[src/design/gsf_pkg.sv]
`timescale 1ns / 1ps
`default_nettype none
// ----------------------------------------------------------------------------
// gsf_pkg
// Types, constants and helpers shared by the separable Gaussian filter.
// ----------------------------------------------------------------------------
package gsf_pkg;

  localparam int NCOEF = 6;   // centre weight plus five distance weights
  localparam int CFG_AW = 5;  // eight 32-bit registers
  localparam int COEF_W = 17;
  localparam int FW_W = 12;   // frame_width register
  localparam int FH_W = 13;   // frame_height register
  localparam int RW = 14;     // row counters, which run up to height + radius
  localparam int PW = 25;     // 8-bit sample times 17-bit weight
  localparam int SW = 29;     // sum of up to fifteen products

  localparam logic [2:0] REG_WIDTH  = 3'd6;
  localparam logic [2:0] REG_HEIGHT = 3'd7;

  localparam logic CMD_PIXEL = 1'b0;
  localparam logic CMD_FLUSH = 1'b1;

  typedef struct packed {
    logic [7:0] r;
    logic [7:0] g;
    logic [7:0] b;
  } rgb_t;

  typedef struct packed {
    logic [PW-1:0] r;
    logic [PW-1:0] g;
    logic [PW-1:0] b;
  } prod_t;

  typedef struct packed {
    logic       cmd;
    logic [7:0] in_red;
    logic [7:0] in_green;
    logic [7:0] in_blue;
  } in_item_t;

  typedef struct packed {
    logic [7:0] out_red;
    logic [7:0] out_green;
    logic [7:0] out_blue;
    logic       last_pixel;
  } out_item_t;

  // Reflect-with-edge: -1 maps to 0 and n maps to n-1, then clamp.
  function automatic logic signed [15:0] mirror(input logic signed [15:0] pos,
                                                input logic signed [15:0] n);
    logic signed [15:0] p;
    p = pos;
    if (p < 0) p = -p - 16'sd1;
    if (p >= n) p = 16'(2 * n - 16'sd1 - p);
    if (p < 0) p = 16'sd0;
    if (p >= n) p = n - 16'sd1;
    return p;
  endfunction

  // Drop the sixteen fraction bits and saturate at 255.
  function automatic logic [7:0] scale_sat(input logic [SW-1:0] acc);
    logic [SW-1:0] t;
    t = acc >> 16;
    return (t > SW'(255)) ? 8'hFF : t[7:0];
  endfunction

endpackage
`default_nettype wire

[src/design/gsf_mac_cell.sv]
`timescale 1ns / 1ps
`default_nettype none
// ----------------------------------------------------------------------------
// gsf_mac_cell
// One filter tap: weight times an RGB sample, registered per channel.
// ----------------------------------------------------------------------------
module gsf_mac_cell (
  input  wire logic                         clk,
  input  wire logic                         en,
  input  wire gsf_pkg::rgb_t                sample,
  input  wire logic [gsf_pkg::COEF_W-1:0]   weight,
  output gsf_pkg::prod_t                    prod
);
  import gsf_pkg::*;

  always_ff @(posedge clk) begin
    if (en) begin
      prod.r <= PW'(sample.r) * PW'(weight);
      prod.g <= PW'(sample.g) * PW'(weight);
      prod.b <= PW'(sample.b) * PW'(weight);
    end
  end
endmodule
`default_nettype wire

[config.mk]
export PLATFORM = sky130hd
export DESIGN_NAME = gsf_mac_cell
export DESIGN_NICKNAME = d
export VERILOG_FILES = /design/src/design/gsf_pkg.sv /design/src/design/gsf_mac_cell.sv
export SDC_FILE = /design/constraint.sdc
export NUM_CORES = 1
export LEC_CHECK = 0
export BUFFER_PORTS_ARGS = -buffer_cell sky130_fd_sc_hd__buf_2
export CAP_MARGIN = 40
export CELL_PAD_IN_SITES_DETAIL_PLACEMENT = 1
export CELL_PAD_IN_SITES_GLOBAL_PLACEMENT = 2
export CORE_MARGIN = 3
export CORE_UTILIZATION = 40
export DETAILED_ROUTE_END_ITERATION = 12
export GPL_TIMING_DRIVEN = 0
export PLACE_DENSITY_LB_ADDON = 0.2
export SYNTH_ARGS = -nofsm -noshare
export SYNTH_HDL_FRONTEND = slang
export SYNTH_SLANG_ARGS = --single-unit
export TNS_END_PERCENT = 100
[constraint.sdc]
create_clock -name clk -period 5.93 [get_ports clk]
set_input_delay 0.8895 -clock clk [delete_from_list [all_inputs] [get_ports clk]]
set_output_delay 0.8895 -clock clk [all_outputs]
set_load 0.05 [all_outputs]
Yosys cells after proc, flatten, opt, wreduce, memory -nomap -nowiden
Index checks and enable logic that the tools add are counted.

Bits in registers: 75. Bits of input ports: 43. Output and inout bits: 75. Word-level logic and storage cells: 6.

Multiply operators: 3.

Operators with widths (count): 8-bit by 17-bit multiplier with 25-bit output (3).

Logic depth before layout (Yosys ltp)
Depth after elaboration: 1. Gate-level depth with buffers: 18. Mapped depth without buffers: 16.

Least setup slack after synthesis
OpenSTA, ideal clock, no wires.

Path type: input port to flip-flop. From: input weight[16] in the netlist's numbering. To: register prod[47] in the netlist's numbering, data pin. Library setup time: 174 ps. Data arrival time: 4809 ps. Data required time: 5756 ps. Setup slack: 947 ps. Stages on the path: 17. Path buffers: 2. Cells stage by stage: clkbuf_1 -> nand2_1 -> fa_1 -> fa_1 -> inv_1 -> fa_1 -> inv_1 -> fa_1 -> inv_1 -> ha_1 -> buf_2 -> a21o_1 -> a21o_1 -> a21oi_1 -> mux2_2 -> a31o_1 -> a311oi_1.

Word-level cells in the longest chain between the ends: 1.

RTL lines: from (decl) (RTL line gsf_mac_cell.sv:11) `input wire logic [gsf_pkg::COEF_W-1:0] weight,`; 8-bit by 17-bit multiplier with 25-bit output (RTL line gsf_mac_cell.sv:19) `prod.g <= PW'(sample.g) * PW'(weight);`; to (decl) (RTL line gsf_mac_cell.sv:12) `output gsf_pkg::prod_t prod`.

Every way passes these cells. A chain may end at the register's enable or synchronous reset.

Final worst setup path
From: input weight[10] in the netlist's numbering. To: register prod[45] in the netlist's numbering, data pin.

Same word-level chain as after synthesis.

==> results.py <==
metrics = {
    "run_status": {
        "status": "finished, final reports clean",
    },
    "route": {
        "drt_wl_total_um": 43420,
        "drt_iter0_drc": 386,
        "drt-wirelength-per-cell_um": 18.66,
        "final_antenna_net_count": 0,
        "drc": 0,
        "via_per_inst": 5.012,
        "dr.pass1.iters": 5,
        "vias": 11660,
    },
    "logic_synthesis": {
        "synth_flop_cell": "edfxtp_1",
        "ys_seq_elements": 75,
        "yosys_warnings": 0,
        "synth_fp_nets": 2119,
        "synthesis.instances": 1671,
        "synth_cell_types": 75,
        "synth-edff-count": 75,
        "ys_async_sr_fraction_pct": 0,
        "syn_area_mm2": 0.01579,
        "yosysSeqAreaShare_pct": 14.26,
        "syn_avg_cell_area_um2": 9.450,
    },
    "grt": {
        "overflow": 0,
        "antenna_found_initial": 4,
        "grt_pass1_vias": 13090,
        "grt_first_pass_wirelength_um": 71640,
        "grtUsageTotal_pct": 22.06,
        "grt_max_degree": 47,
    },
    "placed_design": {
        "place_area_mm2": 0.01706,
        "place_congestion": 0.8664,
        "port_buffers": 117,
        "post-dp-hpwl_um": 36380,
    },
    "timing": {
        "clock.fmax_mhz": 175.5,
        "setup_violations": 0,
        "worst_slew_pin_slew_ps": 816.5,
        "timing.final.hold_violations": 0,
        "hold_ws_ps": 935.9,
        "rsz0062_at_grt": "false",
        "drv_slew": 0,
        "post-route-min-period_ps": 5698,
        "maxSlewHeadroom_pct": 45.56,
        "post-route-period-util_pct": 96.09,
    },
    "power": {
        "irDropWorstVdd_v": 0.0004117,
        "power.leakage_nw": 8.531,
        "power.density_mw_per_mm2": 462.2,
    },
    "worst_setup_path": {
        "arrival_ps": 5830,
        "required_ps": 6060,
        "cp-end-kind": "flip-flop",
        "critPathLaunchType": "input port",
        "timing_worst_setup_path_type": "in2reg",
        "critPathMaxFanout": 10,
    },
    "clock_network": {
        "htree_levels": 3,
        "cts.reportedPaths.clkPinSlew_ps": 70,
        "post_cts_resized": 0,
        "clock-sinks": 75,
        "cts_buffers": 9,
        "postCtsHoldBufs": 0,
        "clockBufferDepth": 2,
        "cts_setup_buffers": 0,
        "cts-root-buf": "clkbuf_16",
        "tritoncts": "done",
    },
    "layout": {
        "reg_top3": "prod x75",
        "largest_register_ffs": 75,
        "area_growth_pct": 10.17,
        "layout_commonest_cell": "and2_1",
        "regMostFlops": "prod",
        "layout_common_cells": "and2_1, inv_1, fa_1",
        "drive_gt1_share_pct": 9.141,
        "fillers": 4464,
        "finalInstanceArea_mm2": 0.01740,
        "final_nets": 2248,
    },
    "floorplanning": {
        "rows": 72,
        "fp.dieW_um": 204.7,
        "core_mm2": 0.03883,
        "initial_utilization_pct": 40.67,
        "fp.dieH_um": 204.7,
        "dieArea_mm2": 0.04190,
        "boundaryPins": 118,
    },
    "flow_run": {
        "maxCapViolations": 0,
    },
    "hold_path": {
        "hp-class": "in2reg",
    },
}
per-stage QoR:
stage	cells	util (%)	setup slack (ps)	TNS (ps)	power [mW]
global route	2324	44.79	6.901	0	8.938
detailed placement	2307	43.93	-102.4	-216.5	7.410
global placement	2306	43.85	-102.6	-187.5	7.308
floorplan	1671	-	946.7	0	5.967
finish	2327	44.81	231.9	0	8.042
CTS	2323	44.78	302.6	0	8.152
synth_stat cells (8+ instances only):
| cell type | n | area share (%) |
|---|---|---|
| clkbuf_1 | 62 | 1.5 |
| nand3_1 | 12 | 0.38 |
| nor3_1 | 13 | 0.41 |
| and3_1 | 8 | 0.32 |
| inv_1 | 321 | 7.6 |
| o21ai_0 | 26 | 0.82 |
| and2_1 | 344 | 14 |
| fa_1 | 270 | 34 |
| ha_1 | 135 | 11 |
| a21o_1 | 24 | 1.1 |
| xnor2_1 | 34 | 1.9 |
| edfxtp_1 | 75 | 14 |
| o21a_1 | 9 | 0.43 |
| nor2b_1 | 12 | 0.48 |
| nand2_1 | 104 | 2.5 |
| xor2_1 | 13 | 0.72 |
| a21oi_1 | 48 | 1.5 |
| nor2_1 | 44 | 1.0 |
logic make-up after synthesis:
kind of cell / Yosys count / synth area share, %
mux: 6 / 0.4041
fa+ha+maj: 405 / 44.93
simple gates: 568 / 20.34
compound gates: 181 / 8.074
buf+inv: 389 / 9.389
flops: 75 / 14.26
xor+xnor: 47 / 2.607
power breakdown:
group | switching [mW] | internal, mW
combinational | 3.95 | 2.33
clock | 0.237 | 0.407
sequential | 0.0486 | 1.07
layout make-up:
type | instances | area, um^2 | area share, %
antenna | 4 | 10.01 | 0.05753
buffer | 68 | 277.8 | 1.597
clock buffer | 10 | 229.0 | 1.316
clock inverter | 6 | 103.9 | 0.5969
inverter | 321 | 1205 | 6.926
multi-input combinational | 1207 | 12060 | 69.30
sequential | 75 | 2252 | 12.95
tap | 518 | 648.1 | 3.725
timing repair buffer | 118 | 615.6 | 3.538
final timing paths:
| check | from | end | cells after the start |
|---|---|---|---|
| min | weight[0] | prod[25] | 2 |
| max | weight[10] | prod[45] | 16 |
worst max-delay path, stage by stage:
cell and delay (ps):
buf_2 170, clkbuf_1 530, and2_1 240, fa_1 450, fa_1 520, fa_1 500, inv_1 50, fa_1 470
inv_1 40, ha_1 380, a21o_1 230, a31oi_1 200, inv_1 100, nor3_1 610, o21ai_0 240, xor2_1 190
layer usage:
metal | GRT usage (%) | routed length, um
met5 | 0 | 13
met4 | 5.677 | 673
met3 | 3.130 | 1385
met2 | 36.44 | 20650
met1 | 30.61 | 20690
(Power assumes the default switching activity.)
