--- config.mk ---
export PLATFORM = sky130hd
export DESIGN_NAME = gsf_tap_cell
export DESIGN_NICKNAME = d
export VERILOG_FILES = /design/src/design/gsf_pkg.sv /design/src/design/gsf_mac_cell.sv /design/src/design/gsf_tap_cell.sv
export SDC_FILE = /design/constraint.sdc
export NUM_CORES = 1
export LEC_CHECK = 0
export ABC_AREA = 1
export BUFFER_PORTS_ARGS = -buffer_cell sky130_fd_sc_hd__buf_2
export CORE_MARGIN = 8
export CORE_UTILIZATION = 36
export DETAILED_ROUTE_END_ITERATION = 6
export GPL_TIMING_DRIVEN = 0
export SETUP_SLACK_MARGIN = 0.15
export SLEW_MARGIN = 20
export SYNTH_ARGS = -nofsm -noshare
export SYNTH_HDL_FRONTEND = slang
export SYNTH_SLANG_ARGS = --single-unit
--- constraint.sdc ---
create_clock -name clk -period 6.5 [get_ports clk]
set_clock_uncertainty 0.05 [all_clocks]
set_input_delay 1.3 -clock clk [delete_from_list [all_inputs] [get_ports clk]]
set_output_delay 1.3 -clock clk [all_outputs]
set_load 0.1 [all_outputs]
--- src/design/gsf_pkg.sv ---
`timescale 1ns / 1ps
`default_nettype none
// ----------------------------------------------------------------------------
// gsf_pkg
// Types, constants and helpers shared by the separable Gaussian filter.
// ----------------------------------------------------------------------------
package gsf_pkg;

  localparam int NCOEF = 6;   // centre weight plus five distance weights
  localparam int CFG_AW = 5;  // eight 32-bit registers
  localparam int COEF_W = 17;
  localparam int FW_W = 12;   // frame_width register
  localparam int FH_W = 13;   // frame_height register
  localparam int RW = 14;     // row counters, which run up to height + radius
  localparam int PW = 25;     // 8-bit sample times 17-bit weight
  localparam int SW = 29;     // sum of up to fifteen products

  localparam logic [2:0] REG_WIDTH  = 3'd6;
  localparam logic [2:0] REG_HEIGHT = 3'd7;

  localparam logic CMD_PIXEL = 1'b0;
  localparam logic CMD_FLUSH = 1'b1;

  typedef struct packed {
    logic [7:0] r;
    logic [7:0] g;
    logic [7:0] b;
  } rgb_t;

  typedef struct packed {
    logic [PW-1:0] r;
    logic [PW-1:0] g;
    logic [PW-1:0] b;
  } prod_t;

  typedef struct packed {
    logic       cmd;
    logic [7:0] in_red;
    logic [7:0] in_green;
    logic [7:0] in_blue;
  } in_item_t;

  typedef struct packed {
    logic [7:0] out_red;
    logic [7:0] out_green;
    logic [7:0] out_blue;
    logic       last_pixel;
  } out_item_t;

  // Reflect-with-edge: -1 maps to 0 and n maps to n-1, then clamp.
  function automatic logic signed [15:0] mirror(input logic signed [15:0] pos,
                                                input logic signed [15:0] n);
    logic signed [15:0] p;
    p = pos;
    if (p < 0) p = -p - 16'sd1;
    if (p >= n) p = 16'(2 * n - 16'sd1 - p);
    if (p < 0) p = 16'sd0;
    if (p >= n) p = n - 16'sd1;
    return p;
  endfunction

  // Drop the sixteen fraction bits and saturate at 255.
  function automatic logic [7:0] scale_sat(input logic [SW-1:0] acc);
    logic [SW-1:0] t;
    t = acc >> 16;
    return (t > SW'(255)) ? 8'hFF : t[7:0];
  endfunction

endpackage
`default_nettype wire

--- src/design/gsf_mac_cell.sv ---
`timescale 1ns / 1ps
`default_nettype none
// ----------------------------------------------------------------------------
// gsf_mac_cell
// One filter tap: weight times an RGB sample, registered per channel.
// ----------------------------------------------------------------------------
module gsf_mac_cell (
  input  wire logic                         clk,
  input  wire logic                         en,
  input  wire gsf_pkg::rgb_t                sample,
  input  wire logic [gsf_pkg::COEF_W-1:0]   weight,
  output gsf_pkg::prod_t                    prod
);
  import gsf_pkg::*;

  always_ff @(posedge clk) begin
    if (en) begin
      prod.r <= PW'(sample.r) * PW'(weight);
      prod.g <= PW'(sample.g) * PW'(weight);
      prod.b <= PW'(sample.b) * PW'(weight);
    end
  end
endmodule
`default_nettype wire

--- src/design/gsf_tap_cell.sv ---
`timescale 1ns / 1ps
`default_nettype none
// ----------------------------------------------------------------------------
// gsf_tap_cell
// One stage of the horizontal pixel window plus its tap multiplier.
// ----------------------------------------------------------------------------
module gsf_tap_cell (
  input  wire logic                         clk,
  input  wire logic                         rst_n,
  input  wire logic                         shift,
  input  wire gsf_pkg::rgb_t                pix_in,
  output gsf_pkg::rgb_t                     pix_out,
  input  wire logic                         en,
  input  wire gsf_pkg::rgb_t                sample,
  input  wire logic [gsf_pkg::COEF_W-1:0]   weight,
  output gsf_pkg::prod_t                    prod
);
  import gsf_pkg::*;

  rgb_t pix_r;

  always_ff @(posedge clk) begin
    if (!rst_n) begin
      pix_r <= '0;
    end else if (shift) begin
      pix_r <= pix_in;
    end
  end

  assign pix_out = pix_r;

  gsf_mac_cell u_mac (
    .clk    (clk),
    .en     (en),
    .sample (sample),
    .weight (weight),
    .prod   (prod)
  );
endmodule
`default_nettype wire

== After elaboration in Yosys (flattened, before gate mapping) ==
Cells that the tools add are included.

* Register bits after elaboration: 99
* Input bits: 69
* Output and inout port bits: 99
* Logic and storage cells: 9

* $mul: 3

{| class="wikitable"
|+ Operators with widths
! cell !! count
|-
| $mul 8x17->25 || 3
|}

== Depth between registers and ports, before layout ==
* Word-level depth: 1
* Depth in mapped cells: 23

== Cells and area by module ==
From an unflattened synthesis, not the netlist that was laid out.

* Cell total of the unflattened synthesis: 2586
* Area, all modules: 18101.1 sq um

{| class="wikitable"
|+ By module, submodules not included
! module !! times used !! cells an instance !! area each (sq um)
|-
| gsf_mac_cell || 1 || 2435 || 17120.2
|-
| gsf_tap_cell || 1 || 151 || 980.9
|}

== Worst setup path before layout ==
OpenSTA, ideal clock, no wires.

* Path kind: input port to flip-flop
* Start: in sample[18] (netlist name)
* End: reg, netlist name u_mac.prod[71]
* Arrival time: 4957 ps
* Data required time: 6198 ps
* Setup slack: 1241 ps
* Cell stages on the path: 21
* Path buffers: 2
* Cells stage by stage: clkbuf_1 clkbuf_1 nand2_1 fa_1 fa_1 inv_1 fa_1 inv_1 fa_1 inv_1 ha_1 nand2_1 inv_1 nand2_1 nand2_1 nand2_1 nand3_1 nand2_1 nand2_1 nand2_1 nand2_1

* Longest elaborated chain between the ends: 1

{| class="wikitable"
|+ Ends and longest elaborated chain
! element !! line !! text
|-
| start: declaration || gsf_tap_cell.sv:14 || <nowiki>input wire gsf_pkg::rgb_t sample,</nowiki>
|-
| $mul 8x17->25 || gsf_mac_cell.sv:18 || <nowiki>prod.r <= PW'(sample.r) * PW'(weight);</nowiki>
|}

Every way passes these cells.
A chain may end at the register's enable or synchronous reset.

== Worst setup path after layout ==
* Start: in sample[20] (netlist name)
* End: reg, netlist name u_mac.prod[73]

* Longest elaborated chain between the ends: 1

{| class="wikitable"
|+ Ends and longest elaborated chain
! element !! line
|-
| $mul 8x17->25 || gsf_mac_cell.sv:18
|}

Every way passes these cells.

==> metrics <==
Layout Cells excl Fill=3382; Cell Area, Placed=0.0196 mm2; vias per inst=4.43; worst-case clock buffer depth=2; routed len/inst=13.9 um; CP arrival=5780 ps; WP data required=6600 ps; CP max-delay cell=clkbuf_1; crit-path cells=clkbuf_1 -> clkbuf_1 -> nand2_1 -> fa_1 -> fa_1 -> inv_1 -> fa_1 -> inv_1 -> fa_1 -> inv_1 -> ha_1 -> nand2_1 -> nor2_1 -> nand2_1 -> nor2_1 -> nand2_1 -> nand4_1 -> nand2_1; Post-synth top cells=inv_1, nand2_1, fa_1; row count=82; Power Density=433 mW/mm2; fin crit period=5680 ps; Post-synth EDFFs=75; total grt overflow=0; reg2reg setup slack=5820 ps; share of cells above drive strength 1=7.35%; outcome=finished clean; Synthesized Nets=3021; Ports=168; Setup Viol. Count Final=0; Slew Viols, Final=0; slack of the critical path=823 ps; clk_lat worst skew=380 ps; Tot Pwr=8.60 mW; fin util=40.0%; CTS Buf Count=9; fmax=0.176 GHz; Post-CTS Hold Buffers=0; vias in the first global route=14700; Vert. Die Dim=240 um; peak supply drop=0.464 mV; CP dominant cell by count=nand2_1; Core Area=0.0498 mm2; Placement Setup Slack=449 ps; Overall Global Routing Usage=16.8%; fillers=5290; Starting DRT DRC Count=893; first-pass GRT wire length=75900 um; CTS Root Cell=clkbuf_16; Nets=3176; Slew headroom=38.9%; kind of critical path=primary input to flip-flop; Worst-path clk slew=80 ps; CTS tree=yes; Initial Util=36.2%; Netlist cell types=30; largest net degree at the start of global routing=51; RSZ-0062 raised after global routing=no; DRC errors left=0; Post-CTS Setup Inserts=0; post-route ant nets=0; Mapped Area=0.0180 mm2; Routed WL=47000 um; detailed placer's ending HPWL=39300 um; leakage power=12.8 nW; Largest delay share family, worst path=adder cells; # H-tree levels=3; Post-Synthesis Cells=2547; Initial DRT Pass Iterations=5; CP Capture Type=flip-flop; MaxCap Viol Count=0; hold_ws=446 ps; CP Launch Type=primary input; Avg Cell Area, Syn=7.06 um2; type of the tightest min-delay check=flip-flop to flip-flop; Buffers on Ports=143; via count=15000; YS warnings=0; Synth top area share=30.0%; Layout Area Growth over Synthesis=10.6%; initial antenna violation count=9; ys flop type=edfxtp_1; Final Hold Viols=0; most numerous cell in the Yosys netlist=inv_1; final instance area=0.0199 mm2; Placer Congestion=0.921; Total Die Area=0.0574 mm2; worst-margin pin slew=916 ps; Die W=240 um; Synth area leader=fa_1; dpl cells=3363; Yosys reg bits=99; worst-path fanout max=10; final worst-path cycle share=87.3%; Buf/Inv on CP=5; FFs w/ async S/R, synth=0%; worst stage delay on the critical path=550 ps; clock sinks=99; sequential fraction of the synthesis area=15.2%; synth top area cells=fa_1, inv_1, nand2_1; post-CTS sizing=0; Setup TNS Final=0 ps
-- cell type report --
| class | count | area (um2) | area share, % |
|---|---|---|---|
| antenna | 3 | 7.51 | 0.0377 |
| timing repair buffer | 144 | 746 | 3.75 |
| tap | 672 | 841 | 4.23 |
| clock inverter | 7 | 80.1 | 0.403 |
| multi-input combinational | 1534 | 11800 | 59.5 |
| clock buffer | 9 | 225 | 1.13 |
| buffer | 88 | 332 | 1.67 |
| sequential | 99 | 2730 | 13.7 |
| inverter | 826 | 3100 | 15.6 |
-- placed cells by master (no fill, tap or decap), types with 4 or more instances in the layout --
master       n
a21oi_1     30
buf_2      143
clkbuf_1    86
clkbuf_16    9
dfxtp_1     24
edfxtp_1    75
fa_1       270
ha_1       135
inv_1      821
inv_2        4
nand2_1    788
nand2_2     14
nand3_1     69
nand4_1      9
nor2_1     120
nor2_2      10
nor3_1      14
o21ai_0     25
o21bai_1     6
xnor2_1     10
xor2_1      20
-- cell families (layout without fill, tap and decap cells) --
family                     Yosys count  count (layout)  synth area share, %
xor gates and xnor gates            30              30                 1.46
other                                0               3                    0
and+or+nand+nor                   1032            1032                 22.8
AOI/OAI and AO/OA                   67              67                 2.03
buffers and inverters              914            1074                 19.1
adders and majority gates          405             405                 39.4
DFF                                 99              99                 15.2
-- metal layers --
metal / wire length (um) / global-route usage (%) / vias to the layer above
met5: 50 / 0 / -
met4: 785 / 4.35 / 10
met3: 3950 / 4.07 / 59
met2: 21700 / 27.9 / 415
met1: 20600 / 21.9 / 7021
li1: - / - / 7462
-- report_power, final --
part,internal (mW),switching [mW]
Sequential,1.11,0.0510
Clock,0.273,0.294
Combinational,1.97,4.90
-- final timing paths --
kind	depth (start not counted)	end	start
setup / recovery	18	u_mac.prod[73]	sample[20]
hold / removal	2	pix_out[0]	pix_out[0]
setup reg to reg	2	pix_out[7]	pix_out[7]
hold reg to reg	2	pix_out[0]	pix_out[0]
-- tightest hold or removal path: stages (launching register included) --
cell and delay, ps:
dfxtp_1 320, o21ai_0 70, nor2_1 70
-- registers in the layout (all words and copies together) (netlist names) --
register	flops
u_mac.prod	75
pix_out	24
Note: power is estimated with default switching activity, not from simulation.
