`src/design/gsf_pkg.sv`:
```
`timescale 1ns / 1ps
`default_nettype none
// ----------------------------------------------------------------------------
// gsf_pkg
// Types, constants and helpers shared by the separable Gaussian filter.
// ----------------------------------------------------------------------------
package gsf_pkg;

  localparam int NCOEF = 6;   // centre weight plus five distance weights
  localparam int CFG_AW = 5;  // eight 32-bit registers
  localparam int COEF_W = 17;
  localparam int FW_W = 12;   // frame_width register
  localparam int FH_W = 13;   // frame_height register
  localparam int RW = 14;     // row counters, which run up to height + radius
  localparam int PW = 25;     // 8-bit sample times 17-bit weight
  localparam int SW = 29;     // sum of up to fifteen products

  localparam logic [2:0] REG_WIDTH  = 3'd6;
  localparam logic [2:0] REG_HEIGHT = 3'd7;

  localparam logic CMD_PIXEL = 1'b0;
  localparam logic CMD_FLUSH = 1'b1;

  typedef struct packed {
    logic [7:0] r;
    logic [7:0] g;
    logic [7:0] b;
  } rgb_t;

  typedef struct packed {
    logic [PW-1:0] r;
    logic [PW-1:0] g;
    logic [PW-1:0] b;
  } prod_t;

  typedef struct packed {
    logic       cmd;
    logic [7:0] in_red;
    logic [7:0] in_green;
    logic [7:0] in_blue;
  } in_item_t;

  typedef struct packed {
    logic [7:0] out_red;
    logic [7:0] out_green;
    logic [7:0] out_blue;
    logic       last_pixel;
  } out_item_t;

  // Reflect-with-edge: -1 maps to 0 and n maps to n-1, then clamp.
  function automatic logic signed [15:0] mirror(input logic signed [15:0] pos,
                                                input logic signed [15:0] n);
    logic signed [15:0] p;
    p = pos;
    if (p < 0) p = -p - 16'sd1;
    if (p >= n) p = 16'(2 * n - 16'sd1 - p);
    if (p < 0) p = 16'sd0;
    if (p >= n) p = n - 16'sd1;
    return p;
  endfunction

  // Drop the sixteen fraction bits and saturate at 255.
  function automatic logic [7:0] scale_sat(input logic [SW-1:0] acc);
    logic [SW-1:0] t;
    t = acc >> 16;
    return (t > SW'(255)) ? 8'hFF : t[7:0];
  endfunction

endpackage
`default_nettype wire

```
`src/design/gsf_sum.sv`:
```
`timescale 1ns / 1ps
`default_nettype none
// ----------------------------------------------------------------------------
// gsf_sum
// Two-level registered adder tree over the tap products, then scaling.
// ----------------------------------------------------------------------------
module gsf_sum #(
  parameter int N = 11
) (
  input  wire logic           clk,
  input  wire logic           en,
  input  wire gsf_pkg::prod_t prods [N],
  output gsf_pkg::rgb_t       res
);
  import gsf_pkg::*;

  localparam int G = (N + 3) / 4;

  logic [SW-1:0] l1r_r [G];
  logic [SW-1:0] l1g_r [G];
  logic [SW-1:0] l1b_r [G];
  logic [SW-1:0] l1r_nxt [G];
  logic [SW-1:0] l1g_nxt [G];
  logic [SW-1:0] l1b_nxt [G];
  logic [SW-1:0] tr, tg, tb;

  always_comb begin
    for (int g = 0; g < G; g++) begin
      l1r_nxt[g] = '0;
      l1g_nxt[g] = '0;
      l1b_nxt[g] = '0;
      for (int m = 0; m < 4; m++) begin
        if (g * 4 + m < N) begin
          l1r_nxt[g] = l1r_nxt[g] + SW'(prods[g * 4 + m].r);
          l1g_nxt[g] = l1g_nxt[g] + SW'(prods[g * 4 + m].g);
          l1b_nxt[g] = l1b_nxt[g] + SW'(prods[g * 4 + m].b);
        end
      end
    end
    tr = '0;
    tg = '0;
    tb = '0;
    for (int g = 0; g < G; g++) begin
      tr = tr + l1r_r[g];
      tg = tg + l1g_r[g];
      tb = tb + l1b_r[g];
    end
  end

  always_ff @(posedge clk) begin
    if (en) begin
      l1r_r <= l1r_nxt;
      l1g_r <= l1g_nxt;
      l1b_r <= l1b_nxt;
      res.r <= scale_sat(tr);
      res.g <= scale_sat(tg);
      res.b <= scale_sat(tb);
    end
  end
endmodule
`default_nettype wire

```
`config.mk`:
```
export PLATFORM = sky130hd
export DESIGN_NAME = gsf_sum
export DESIGN_NICKNAME = d
export VERILOG_FILES = /design/src/design/gsf_pkg.sv /design/src/design/gsf_sum.sv
export SDC_FILE = /design/constraint.sdc
export NUM_CORES = 2
export LEC_CHECK = 0
export ABC_CLOCK_PERIOD_IN_PS = 4320
export BUFFER_PORTS_ARGS = -buffer_cell sky130_fd_sc_hd__buf_2
export CAP_MARGIN = 30
export CORE_AREA = 2 2 331 333
export DETAILED_ROUTE_END_ITERATION = 8
export DIE_AREA = 0 0 333 335
export PLACE_DENSITY = 0.47
export RECOVER_POWER = 100
export REMOVE_ABC_BUFFERS = 1
export SLEW_MARGIN = 20
export SYNTH_ARGS = -nofsm -noshare
export SYNTH_HDL_FRONTEND = slang
export SYNTH_SLANG_ARGS = --single-unit
```
`constraint.sdc`:
```
create_clock -name clk -period 4.32 [get_ports clk]
set_input_delay 0.432 -clock clk [delete_from_list [all_inputs] [get_ports clk]]
set_output_delay 0.432 -clock clk [all_outputs]
set_load 0.02 [all_outputs]
```
**Word-level counts from Yosys, hierarchy flattened**

Index checks and enable logic that the tools add are counted.

- Bits in registers: 285

- $add $sub $neg: 30
- $lt $le $gt $ge: 3

Operators by type and width:

| operator | count |
|---|---|
| $add 26x25->27 | 9 |
| $add 25x25->26 | 9 |
| $add 29x29->29 | 6 |
| $add 27x25->28 | 6 |
| $gt 13x8->1 const B | 3 |

**Logic depth before layout (Yosys ltp)**

- Word-level depth: 3
- Gate-level depth with buffers: 15
- Depth with buffers taken out: 15

**Worst setup path before layout**

No wires, ideal clock.

- Kind: input to register
- Start: input prods[276] (netlist bit)
- End: register l1r_r[52] (netlist bit) (data pin)
- Buffers on the path: 0
- Data arrival time: 3.681 ns
- Setup slack: 0.370 ns
- Required time: 4.051 ns
- Library setup time: 0.269 ns
- Stages on the path: 15
- Path through: inv_1 -> fa_1 -> fa_1 -> inv_1 -> ha_1 -> inv_1 -> fa_1 -> nor2b_1 -> o21a_1 -> o21ai_0 -> a2111oi_0 -> o31ai_1 -> a21oi_1 -> or4b_1 -> nand3_1

RTL lines:

| element | RTL line | RTL |
|---|---|---|
| start: declaration | gsf_sum.sv:12 | `input wire gsf_pkg::prod_t prods [N],` |
| end signal: assignment | gsf_sum.sv:52 | `l1r_r <= l1r_nxt;` |
| end: declaration | gsf_sum.sv:19 | `logic [SW-1:0] l1r_r [G];` |

**Worst setup path in the final report**

- Start: register l1r_r[9] (netlist bit)
- End: register res[19] (netlist bit) (data pin)

- Word-level cells in the longest chain between the ends: 2

RTL lines:

| element | RTL line | RTL |
|---|---|---|
| $add 29x29->29 (*) | gsf_sum.sv:44 | `tr = tr + l1r_r[g];` |
| $gt 13x8->1 | gsf_pkg.sv:66 | `return (t > SW'(255)) ? 8'hFF : t[7:0];` |
| end: declaration | gsf_sum.sv:13 | `output gsf_pkg::rgb_t res` |

Every way passes the cells marked *; elsewhere a longest branch is shown, timed or not.
A chain may end at the register's enable or synchronous reset.

==> results.yml <==
outcome:
  outcome: "finished with violations"
  violations: "max-capacitance violations, max-slew violations"
grt:
  grt_antenna_before_repair: 4
  grt_overflow_total: 0
  grt_use_total_pct: 16.3
  grt_pass1_vias: 25800
  grt_pass1_wl_um: 141000
  grt_max_degree: 104
drt:
  wl_um: 92000
  wl_per_cell_um: 17.2
  dr.pass1.iters: 5
  drc: 0
  drtAntennaViolNets: 0
  drt_iter0_drc: 1163
  drt-vias-per-instance: 4.60
  vias: 24600
timing:
  hold_viol_final: 0
  clock.fmax_ghz: 0.247
  tightest_slew_ps: 2830
  setup_violations: 0
  fin_skew_ps: 17.5
  slew_headroom_pct: -88.7
  grt_setup_unrepaired: "false"
  slew_violations: 104
  period_share_pct: 93.7
  layout_min_cycle_time_ps: 4050
worst_setup_path:
  reg2reg_slack_ps: 270
  crit_type: "reg -> reg"
  path_max_fanout: 8
  timing.critical_path.from: "l1r_r[9]$_DFFE_PP_"
  critical_path_depth: 15
  crit_buf_inv: 5
  reg2reg_depth: 15
  crit_path_max_incr_delay_ps: 700
  crit_family: "compound AO/OA/AOI/OAI gates"
  crit_arrival_ps: 4310
  crit_slowest_cell: "o31ai_1"
  critPathLaunchType: "flop"
  crit_path_frequent_cell: "buf_4"
  r2r-start: "l1r_r[9]$_DFFE_PP_"
  timing.rr.end: "res[19]$_SDFFCE_PN1P_"
  cp-end-kind: "flop"
  required_ps: 4590
  worstPathCellList: "inv_1 > fa_1 > inv_1 > ha_1 > a21o_1 > a2111oi_2 > buf_4 > a21boi_0 > buf_4 > o31ai_1 > a21boi_0 > a221oi_1 > o211ai_1 > buf_4 > or2_0"
floorplanning:
  die_w_um: 333
  io_pins: 851
  die_h_um: 335
  die-area_um2: 112000
  rows: 121
  initial_utilization_pct: 29.5
  core-area_um2: 108000
finish:
  final_cell_area_um2: 39200
  final-seq-area_um2: 8020
  layout_commonest_cell: "buf_2"
  layout_common_cells: "buf_2, inv_1, fa_1"
  syn_to_final_growth_pct: 23.2
  fin_nets: 5501
  utilization_pct: 36.3
  drive_gt1_share_pct: 23.4
  multi_input_area_um2: 21800
  n_fill_cell: 11100
synthesis:
  avgSynthCellArea_um2: 10.7
  synth_top_area_share_pct: 28.7
  syn_inst: 2984
  synth_flop_cell: "edfxtp_1"
  synth_cell_type_count: 80
  yosysWarnings: 0
  yosysTopAreaCell: "fa_1"
  async_flop_share_pct: 0
  synth_seq_cells: 267
  synth_area_leaders: "fa_1, edfxtp_1, ha_1"
  synth_edf_count: 267
  synth_seq_area_share_pct: 25.2
  netlist_area_um2: 31900
clocking:
  cts_buffer_depth: 3
  clk-insertion-delay-late_ps: 550
  cts_setup_buffers: 0
  numCtsBuffers: 36
  clkSinkCount: 267
  clkTransAtPathRegs_ps: 60
  postCtsHoldBufs: 0
  h-tree-depth: 2
  cts_tree: "built"
  cts_resized: 0
  cts_root_buffer: "clkbuf_16"
worst_hold_path:
  hold_path.startpoint: "prods[750]"
  min_to: "l1b_r[58]$_DFFE_PP_"
  holdPathStages: 2
  hold_path_class: "in -> reg"
place:
  place_congestion: 0.845
  hpwl_um: 81700
  io_buffers: 850
  postPlaceCellArea_um2: 38200
power_and_ir_drop:
  leakage_nw: 18.3
  pwr_density_cell_nw_per_um2: 589
  ir_worst_vdd_uv: 289
job:
  max_cap_viol_count: 2
## final cells by class
| type | instances | share of cell area (%) |
|---|---|---|
| multi-input combinational | 2182 | 55.5 |
| antenna | 3 | 0.0191 |
| clock inverter | 24 | 0.698 |
| clock buffer | 40 | 2.33 |
| tap | 1414 | 4.51 |
| inverter | 527 | 5.04 |
| timing repair buffer | 898 | 11.4 |
| sequential | 267 | 20.4 |
## how the worst max path moves through the flow
| stage | to |
|---|---|
| after floorplan | l1r_r[52]$_DFFE_PP_ |
| after global placement | l1r_r[52]$_DFFE_PP_ |
| after detailed placement | l1b_r[54]$_DFFE_PP_ |
| after CTS | res[19]$_SDFFCE_PN1P_ |
| after global routing | l1r_r[52]$_DFFE_PP_ |
| final | res[19]$_SDFFCE_PN1P_ |
## synth_stat cells, types with 15 or more instances
master / count
a211oi_1: 26
a21boi_0: 20
a21o_1: 76
a21oi_1: 185
a31oi_1: 17
and3_1: 24
edfxtp_1: 267
fa_1: 456
ha_1: 306
inv_1: 527
nand2_1: 116
nand2b_1: 42
nand3_1: 41
nand4_1: 20
nor2_1: 165
nor2b_1: 38
nor3_1: 52
o211ai_1: 21
o21a_1: 48
o21ai_0: 119
o21bai_1: 15
o31ai_1: 19
or3_1: 20
xnor2_1: 127
xor2_1: 48
## kinds of logic after synthesis
logic type / share of synthesized area [%]
flops: 25.2
fa+ha+maj: 40.7
buf+inv: 6.33
xor+xnor: 4.81
mux: 0.255
compound gates: 13.8
simple gates: 8.99
## sequential cells by signal (all words and copies together), names as in the netlist
register,flops
l1g_r,81
l1b_r,81
l1r_r,81
res,24
## power breakdown
| group | switching [mW] | total [mW] | internal [mW] |
|---|---|---|---|
| Sequential | 0.605 | 4.97 | 4.37 |
| Clock | 1.20 | 3.04 | 1.84 |
| Combinational | 8.42 | 15.1 | 6.68 |
| Total | 10.2 | 23.1 | 12.9 |
## through the flow
step / cells / setup slack, ps / TNS, ps / power, mW / hold WS, ps
6_report: 5355 / 273 / 0 / 23.1 / 189
5_1_grt: 5352 / 32.2 / 0 / 25.7 / 162
4_1_cts: 5352 / 146 / 0 / 23.6 / 142
3_5_place_dp: 5288 / -99.3 / -374 / 20.3 / 743
3_3_place_gp: 5288 / -12.9 / -12.9 / 20.3 / 733
2_1_floorplan: 2976 / 370 / 0 / 15.6 / 544
## worst reg2reg max path: stages (launching register included)
cell       delay, ps
edfxtp_1         320
inv_1             50
fa_1             530
inv_1             40
ha_1             290
a21o_1           160
a2111oi_2         80
buf_4            140
a21boi_0         110
buf_4            170
o31ai_1          700
a21boi_0         310
a221oi_1         340
o211ai_1         130
buf_4            180
or2_0            230
## routing by layer
layer  part of all wire (%)  track usage (%)  wire length [µm]
met5                  0.014                0                13
met4                    1.8             3.44              1680
met2                     51             29.1             46500
met3                    5.3             2.63              4860
met1                     42             20.8             39000
No activity file was read; power rests on OpenSTA's default activity.
